<file path="src/rtl/core/cbqf_pkg.sv">
package cbqf_pkg;

	localparam logic [1:0] FN_FILTER = 2'd0;
	localparam logic [1:0] FN_COEF   = 2'd1;
	localparam logic [1:0] FN_SWAP   = 2'd2;

	localparam logic CFG_NUM_SECTIONS   = 1'b0;
	localparam logic CFG_OVERFLOW_LIMIT = 1'b1;

	localparam logic [2:0]  NUM_SECTIONS_RST   = 3'd2;
	localparam logic [30:0] OVERFLOW_LIMIT_RST = 31'd1000000;

	localparam int SLOTS     = 6;
	localparam int TAPS      = 4;
	localparam int FRAC_BITS = 28;

	localparam logic [2:0] SLOT_B0 = 3'd0;
	localparam logic [2:0] SLOT_B1 = 3'd1;
	localparam logic [2:0] SLOT_B2 = 3'd2;
	localparam logic [2:0] SLOT_A0 = 3'd3;
	localparam logic [2:0] SLOT_A1 = 3'd4;
	localparam logic [2:0] SLOT_A2 = 3'd5;

	localparam logic [1:0] TAP_X1 = 2'd0;
	localparam logic [1:0] TAP_X2 = 2'd1;
	localparam logic [1:0] TAP_Y1 = 2'd2;
	localparam logic [1:0] TAP_Y2 = 2'd3;

	// per-section micro-steps
	localparam logic [3:0] ST_CLR   = 4'd0;
	localparam logic [3:0] ST_RB0   = 4'd1;
	localparam logic [3:0] ST_MB0   = 4'd2;
	localparam logic [3:0] ST_MB1   = 4'd3;
	localparam logic [3:0] ST_MB2   = 4'd4;
	localparam logic [3:0] ST_ACC2  = 4'd5;
	localparam logic [3:0] ST_CT    = 4'd6;
	localparam logic [3:0] ST_MA0   = 4'd7;
	localparam logic [3:0] ST_MA1   = 4'd8;
	localparam logic [3:0] ST_MA2   = 4'd9;
	localparam logic [3:0] ST_ACC5  = 4'd10;
	localparam logic [3:0] ST_Y     = 4'd11;
	localparam logic [3:0] ST_WY    = 4'd12;
	localparam logic [3:0] ST_LAST  = ST_WY;

	typedef struct packed {
		logic       load_item;
		logic       coef_wr;
		logic       swap;
		logic       run;
		logic       out_load;
		logic [3:0] step;
		logic [2:0] sec;
	} cmd_t;

	typedef struct packed {
		logic [3:0] n_sec;
	} stat_t;

endpackage

</file>
<file path="src/rtl/core/cbqf_ctrl.sv">
module cbqf_ctrl #(
	parameter int MAX_SECTIONS = 4
) (
	input  logic           clk,
	input  logic           arst_n,
	input  logic           in_valid,
	input  logic [1:0]     in_func,
	output logic           in_ready,
	output logic           out_valid,
	input  logic           out_ready,
	input  cbqf_pkg::stat_t stat,
	output cbqf_pkg::cmd_t  cmd
);
	import cbqf_pkg::*;

	localparam logic [1:0] S_IDLE = 2'd0;
	localparam logic [1:0] S_RUN  = 2'd1;
	localparam logic [1:0] S_DONE = 2'd2;

	logic [1:0] state_q;
	logic [3:0] step_q;
	logic [2:0] sec_q;
	logic       out_valid_q;
	logic       accept;
	logic       last_sec;
	logic       can_load;

	assign in_ready  = (state_q == S_IDLE);
	assign accept    = in_valid && in_ready;
	assign out_valid = out_valid_q;
	assign last_sec  = ({1'b0, sec_q} == stat.n_sec - 4'd1);
	assign can_load  = !out_valid_q || out_ready;

	always_comb begin
		cmd           = '0;
		cmd.load_item = accept && (in_func == FN_FILTER);
		cmd.coef_wr   = accept && (in_func == FN_COEF);
		cmd.swap      = accept && (in_func == FN_SWAP);
		cmd.run       = (state_q == S_RUN);
		cmd.out_load  = (state_q == S_DONE) && can_load;
		cmd.step      = step_q;
		cmd.sec       = sec_q;
	end

	always_ff @(posedge clk or negedge arst_n) begin
		if (!arst_n) begin
			state_q     <= S_IDLE;
			step_q      <= ST_CLR;
			sec_q       <= '0;
			out_valid_q <= 1'b0;
		end else begin
			if (cmd.out_load) begin
				out_valid_q <= 1'b1;
			end else if (out_ready) begin
				out_valid_q <= 1'b0;
			end
			case (state_q)
				S_IDLE: begin
					step_q <= ST_CLR;
					sec_q  <= '0;
					if (cmd.load_item) begin
						state_q <= S_RUN;
					end
				end
				S_RUN: begin
					if (step_q == ST_LAST) begin
						step_q <= ST_CLR;
						if (last_sec) begin
							state_q <= S_DONE;
						end else begin
							sec_q <= sec_q + 3'd1;
						end
					end else begin
						step_q <= step_q + 4'd1;
					end
				end
				S_DONE: begin
					if (can_load) begin
						state_q <= S_IDLE;
					end
				end
				default: state_q <= S_IDLE;
			endcase
		end
	end

	assert property (@(posedge clk) disable iff (!arst_n) step_q <= ST_LAST)
		else $error("step counter past last step");
	assert property (@(posedge clk) disable iff (!arst_n)
		(state_q == S_RUN) |-> ({1'b0, sec_q} < stat.n_sec))
		else $error("section index beyond configured count");
	assert property (@(posedge clk) disable iff (!arst_n)
		cmd.out_load |=> out_valid_q)
		else $error("result load not presented");
	assert property (@(posedge clk) disable iff (!arst_n)
		(state_q == S_DONE && !can_load) |=> (state_q == S_DONE))
		else $error("left done state with result register full");

endmodule

</file>
<file path="config.mk">
export PLATFORM = sky130hd
export DESIGN_NAME = cbqf_ctrl
export DESIGN_NICKNAME = d
export VERILOG_FILES = /design/src/rtl/core/cbqf_pkg.sv /design/src/rtl/core/cbqf_ctrl.sv
export SDC_FILE = /design/constraint.sdc
export NUM_CORES = 1
export LEC_CHECK = 0
export ABC_AREA = 1
export BUFFER_PORTS_ARGS = -buffer_cell sky130_fd_sc_hd__buf_2
export CORE_AREA = 2 2 52 54
export DETAILED_ROUTE_END_ITERATION = 6
export DIE_AREA = 0 0 54 56
export GPL_TIMING_DRIVEN = 1
export PLACE_DENSITY = 0.53
export SLEW_MARGIN = 20
export SYNTH_ARGS = -nofsm -noshare
export SYNTH_HDL_FRONTEND = slang
export SYNTH_SLANG_ARGS = --single-unit
</file>
<file path="constraint.sdc">
create_clock -name clk -period 1.5 [get_ports clk]
set_input_delay 0.075 -clock clk [delete_from_list [all_inputs] [get_ports clk]]
set_output_delay 0.075 -clock clk [all_outputs]
set_load 0.02 [all_outputs]
</file>
==> results of run 1 <==
worst reg2reg max path, cell delays in order, from the launching register on:
cell and delay, ns:
dfrtp_1 0.43, inv_1 0.08, ha_1 0.14, nand3_1 0.16, nand2_4 0.11, nand2_1 0.06
nor2_2 0.11, nand2_1 0.06, nand2_1 0.06, nand2_1 0.05
logic make-up (layout without fill, tap and decap cells):
kind of cell               after synthesis  after routing  share of synthesized area
and+or+nand+nor                         56             56                      0.364
xor gates and xnor gates                 3              3                     0.0367
AOI/OAI and AO/OA                        8              8                     0.0699
DFF                                     10             10                      0.350
adders and majority gates                4              4                     0.0699
buffers and inverters                   21             51                      0.110
power by group through the flow:
stage / clock network (mW) / registers, mW / logic (mW)
after CTS: 0.254 / 0.390 / 0.573
final: 0.249 / 0.385 / 0.602
after detailed placement: 0 / 0.392 / 0.558
after global routing: 0.267 / 0.393 / 0.663
after floorplan: 0 / 0.423 / 0.359
after global placement: 0 / 0.393 / 0.547
timing repair:
action	4_1_cts	5_1_grt
setup buffers	0	1
setup endpoints to repair	3	3
hold endpoints to repair	11	0
hold buffers	2	0
resized for setup	2	4
per-layer routing:
layer,routed length (um),share of wire,vias to the layer above
met2,771,0.48,17
met3,69,0.043,3
met5,0,0,-
met1,727,0.46,319
met4,26,0.016,0
li1,-,-,380
path summary, 6_finish.rpt:
kind | from | to | slack, ns | depth (start not counted)
hold reg to reg | step_q[0] | step_q[0] | 0.55 | 1
setup / recovery | state_q[0] | cmd[10] | 0.07 | 6
max in group asynchronous | arst_n | state_q[0] | 1.09 | 2
hold / removal | in_func[1] | state_q[0] | 0.1 | 4
setup reg to reg | step_q[0] | state_q[0] | 0.12 | 9
min in group asynchronous | arst_n | step_q[3] | 0.19 | 2
stage by stage:
stage          worst slack [ns]  cell area [um^2]
2_1_floorplan             0.107               716
3_3_place_gp              0.191               868
3_5_place_dp              0.142               868
4_1_cts                 0.00141               928
5_1_grt                -0.00525               951
6_report                 0.0685               951
cell usage after synthesis (all sizes together):
master	count	area share
a21oi	1	0.0070
a31oi	1	0.017
dfrtp	10	0.35
ha	4	0.070
inv	21	0.11
nand2	29	0.17
nand3	12	0.084
nand3b	1	0.010
nand4	1	0.0087
nor2	10	0.066
nor3	3	0.028
o21ai	5	0.035
o21bai	1	0.010
xnor2	2	0.024
xor2	1	0.012
layout make-up:
cell class / count / area [um^2] / area share
flip-flops and latches: 10 / 253 / 0.266
multi-input cells: 71 / 400 / 0.421
well taps: 30 / 37.5 / 0.0395
clock buffers: 4 / 36.3 / 0.0382
inverters: 21 / 78.8 / 0.0829
repair buffers: 26 / 145 / 0.153
registers in the layout (all words and copies together) (netlist names):
name,cells
step_q,4
sec_q,3
state_q,2
out_valid,1
==> metrics.md, run 1 <==
| Metric | Value |
|---|---|
| Commonest non-fill, non-tap cell in the layout | `nand2_1` |
| Clock transition at path regs | `0.07 ns` |
| Overall routed net length | `1600 um` |
| WHS | `0.0988 ns` |
| Die X | `54 um` |
| Max-slew violations | `0` |
| GP Congestion | `0.801` |
| DP Wirelength | `1290 um` |
| Seq/Total Area, Yosys | `0.350` |
| Fin. Hold Viols | `0` |
| Pleak | `0.532 nW` |
| Ys Warns | `0` |
| Sw frac | `0.451` |
| Met3 GRT Util | `0.0242` |
| Slew @ Worst Pin | `0.237 ns` |
| CP Capture Type | `output pin` |
| Vias in the first global route | `635` |
| Std cell rows | `18` |
| Total I/O pin count | `24` |
| Layout area overhead | `32.9%` |
| Grt ovf | `0` |
| # fillers | `258` |
| Share of cells above drive strength 1 | `0.326` |
| Critical path peak fanout | `5` |
| Slew headroom | `0.842` |
| Syn Std Cell Area | `716 um^2` |
| Yosys cell types | `22` |
| Seq cells post-synth | `10` |
| Vias per Instance | `4.44` |
| Commonest cells after routing, fill and taps aside | `nand2_1 (26), buf_2 (22), inv_1 (15)` |
| Mapped Cells | `102` |
| Final period utilization | `0.954` |
| Initial DRC count | `8` |
| Routed Antenna Nets | `0` |
| Initial Util | `0.294` |
| Setup Skew | `0.000873 ns` |
| Post-route DRC | `0` |
| H-Tree Depth | `1` |
| WS Path Type | `flip-flop to output pin` |
| Vias after detailed routing | `719` |
| DRT Pass-1 Iters | `4` |
| Fmax | `699 MHz` |
| First-pass GRT wire length | `2560 um` |
| CP Buf/Inv Count | `3` |
| DIE AREA | `3020 um^2` |
| M2 GR Usage | `0.179` |
| Fin nets | `147` |
| Most Crowded Layer GR | `met2` |
| Worst path required time | `1.42 ns` |
| Placed insts | `155` |
| Die Y | `56 um` |
| Worst-skew pair later-pin latency | `0.27 ns` |
| N_diodes | `0` |
| Crit path DAT | `1.36 ns` |
| Clock buffer depth | `2` |
| Cell Pwr Density | `1300 nW/um^2` |
| Routed WL per cell | `9.85 um` |
| Port bufs | `23` |
| CP most frequent cell | `inv_2` |
| Mean Syn Cell Area | `7.02 um^2` |
| Worst hold path class | `primary input to flip-flop` |
| Status | `completed` |
| Max VDD drop | `624 uV` |
| Critical path, cell by cell | `inv_2 -> nand2_4 -> inv_2 -> nand2_2 -> nor3_1 -> buf_2` |
| Syn nets | `116` |
| Clock root buffer | `clkbuf_4` |
| Final setup vio count | `0` |
| CTS tree | `yes` |
| Flop pwr share | `0.311` |
| Clock network fraction of total power | `0.202` |
| P_sw | `0.557 mW` |
| Pwr Total | `1.24 mW` |
| Worst Setup Start Kind | `flip-flop` |
| Crit-path slowest cell | `dfrtp_2` |
| Core area | `2430 um^2` |
| Crit path max-delay family | `flip-flops` |
| Total negative slack | `0 ns` |
| CTS Buf Count | `3` |
| MaxCap Viol Count | `0` |
| Combinational share of power | `0.487` |
| Final Non-Filler Cells | `162` |
| CTS Sinks | `10` |
| Tmin final | `1.43 ns` |
| Largest net degree at the start of global routing | `11` |
| Initial antenna violation count | `0` |
| CP peak stage delay | `0.44 ns` |
| GRT Overall Usage | `0.115` |
| Power Internal | `0.679 mW` |
| Core Util, Final | `0.391` |
| M1 GR Usage | `0.148` |
(Power assumes the default switching activity.)
==> run 2: changes to the inputs <==
MAX_ROUTING_LAYER = met4   (was not set)
==> metrics.md, run 2 (synthesis gave the netlist of run 1 again) <==
| Metric | Value |
|---|---|
| Vias after detailed routing | `719` |
| Pleak | `0.532 nW` |
| Std cell rows | `18` |
| WHS Endpoint | `state_q[0]` |
| Critical path peak fanout | `5` |
| Die X | `54 um` |
| Initial antenna violation count | `0` |
| Routed WL per cell | `9.85 um` |
| Initial Util | `0.294` |
| M2 GR Usage | `0.179` |
| Die Y | `56 um` |
| Vias per Instance | `4.44` |
| Setup slack, reg-to-reg | `0.12 ns` |
| M1 GR Usage | `0.148` |
| Fin nets | `147` |
| DIE AREA | `3020 um^2` |
| CP peak stage delay | `0.44 ns` |
| H-Tree Depth | `1` |
| Layout area overhead | `32.9%` |
| Fin. Hold Viols | `0` |
| Hold depth | `4` |
| Core area | `2430 um^2` |
| Max VDD drop | `624 uV` |
| Fmax | `699 MHz` |
| Final setup vio count | `0` |
| Share of cells above drive strength 1 | `0.326` |
| First-pass GRT wire length | `2560 um` |
| Crit-path slowest cell | `dfrtp_2` |
| Clock buffer depth | `2` |
| CP Capture Type | `output pin` |
| Max-slew violations | `0` |
| Commonest cells after routing, fill and taps aside | `nand2_1 (26), buf_2 (22), inv_1 (15)` |
| Routed Antenna Nets | `0` |
| Setup Skew | `0.000873 ns` |
| Initial DRC count | `8` |
| Placed cell areas | `868 um^2` |
| Most flops, register | `step_q` |
| Final period utilization | `0.954` |
| Post-route DRC | `0` |
| Tmin final | `1.43 ns` |
| Worst hold path class | `primary input to flip-flop` |
| Grt ovf | `0` |
| Largest net degree at the start of global routing | `11` |
| CP most frequent cell | `inv_2` |
| WS Path Type | `flip-flop to output pin` |
| CTS tree | `yes` |
| Worst Setup Start Kind | `flip-flop` |
| Clock root buffer | `clkbuf_4` |
| Cell Pwr Density | `1300 nW/um^2` |
| Max FFs per register | `4` |
| Port bufs | `23` |
| DRT Pass-1 Iters | `4` |
| Overall routed net length | `1600 um` |
| GP Congestion | `0.813` |
| Placed insts | `155` |
| Crit path DAT | `1.36 ns` |
| Top Registers | `step_q (4), sec_q (3), state_q (2)` |
| Total I/O pin count | `24` |
| MaxCap Viol Count | `0` |
| GRT Overall Usage | `0.118` |
| Met3 GRT Util | `0.0242` |
| Post-route cell area | `951 um^2` |
| Final Non-Filler Cells | `162` |
| N_diodes | `0` |
| Vias in the first global route | `632` |
| Worst path required time | `1.42 ns` |
| Slew @ Worst Pin | `0.237 ns` |
| Worst-skew pair later-pin latency | `0.27 ns` |
| Worst-case reg-to-reg path depth | `9` |
| Most Crowded Layer GR | `met2` |
| Reg2reg end | `state_q[0]` |
| Commonest non-fill, non-tap cell in the layout | `nand2_1` |
| # fillers | `258` |
| Clock transition at path regs | `0.07 ns` |
| CTS Sinks | `10` |
| RR Startpoint | `step_q[0]` |
| CTS Buf Count | `3` |
| Slew headroom | `0.842` |
| Critical path, cell by cell | `inv_2 -> nand2_4 -> inv_2 -> nand2_2 -> nor3_1 -> buf_2` |
| Status | `completed` |
| DP Wirelength | `1290 um` |
| Min-delay src | `in_func[1]` |
run 2: per-stage QoR:
stage	util	total power, mW	hold WS (ns)	TNS (ns)	setup WS, ns
floorplan	-	0.781	-0.221	0	0.107
detailed placement	0.357	0.950	-0.0428	0	0.142
global placement	0.357	0.940	-0.0522	0	0.191
CTS	0.382	1.22	0.0868	0	0.00141
global route	0.391	1.32	0.109	-0.00588	-0.00525
finish	0.391	1.24	0.0989	0	0.0685
run 2: metal layers:
metal | wire length [um] | vias up
met5 | 0 | -
met4 | 26 | 0
met3 | 69 | 3
met2 | 771 | 17
met1 | 727 | 319
li1 | - | 380
run 2: cell type report:
type	count	area, um^2	area share
well taps	30	37.5	0.0395
flip-flops and latches	10	253	0.266
inverters	21	78.8	0.0829
multi-input cells	71	400	0.421
repair buffers	26	145	0.153
clock buffers	4	36.3	0.0382
run 2: worst max path at each step:
stage            endpoint  startpoint  cells past startpoint
6_report          cmd[10]  state_q[0]                      6
2_1_floorplan     cmd[10]  state_q[1]                      5
5_1_grt            cmd[9]  state_q[0]                      6
3_5_place_dp   state_q[0]   step_q[0]                      9
4_1_cts           cmd[11]  state_q[1]                      6
3_3_place_gp   state_q[0]   step_q[0]                      9
run 2: report_power, final:
group / total [mW] / leakage (nW) / switching [mW] / internal [mW]
Sequential: 0.385 / 0.134 / 0.0596 / 0.325
Clock: 0.249 / 0.0210 / 0.101 / 0.148
Combinational: 0.602 / 0.377 / 0.396 / 0.206
run 2: critical path: cells and delay by family, from the launching register on:
family,cells,cell delay (ns)
AND/OR/NAND/NOR,3,0.28
buffers and inverters,3,0.36
flip-flops,1,0.44
run 2: what timing repair did:
| item | 4_1_cts | 5_1_grt |
|---|---|---|
| hold buffers | 2 | 0 |
| pin swaps | 0 | 0 |
| resized for setup | 2 | 4 |
| hold endpoints to repair | 11 | 0 |
| endpoints found under the setup margin | 3 | 3 |
| buffers inserted | 0 | 1 |
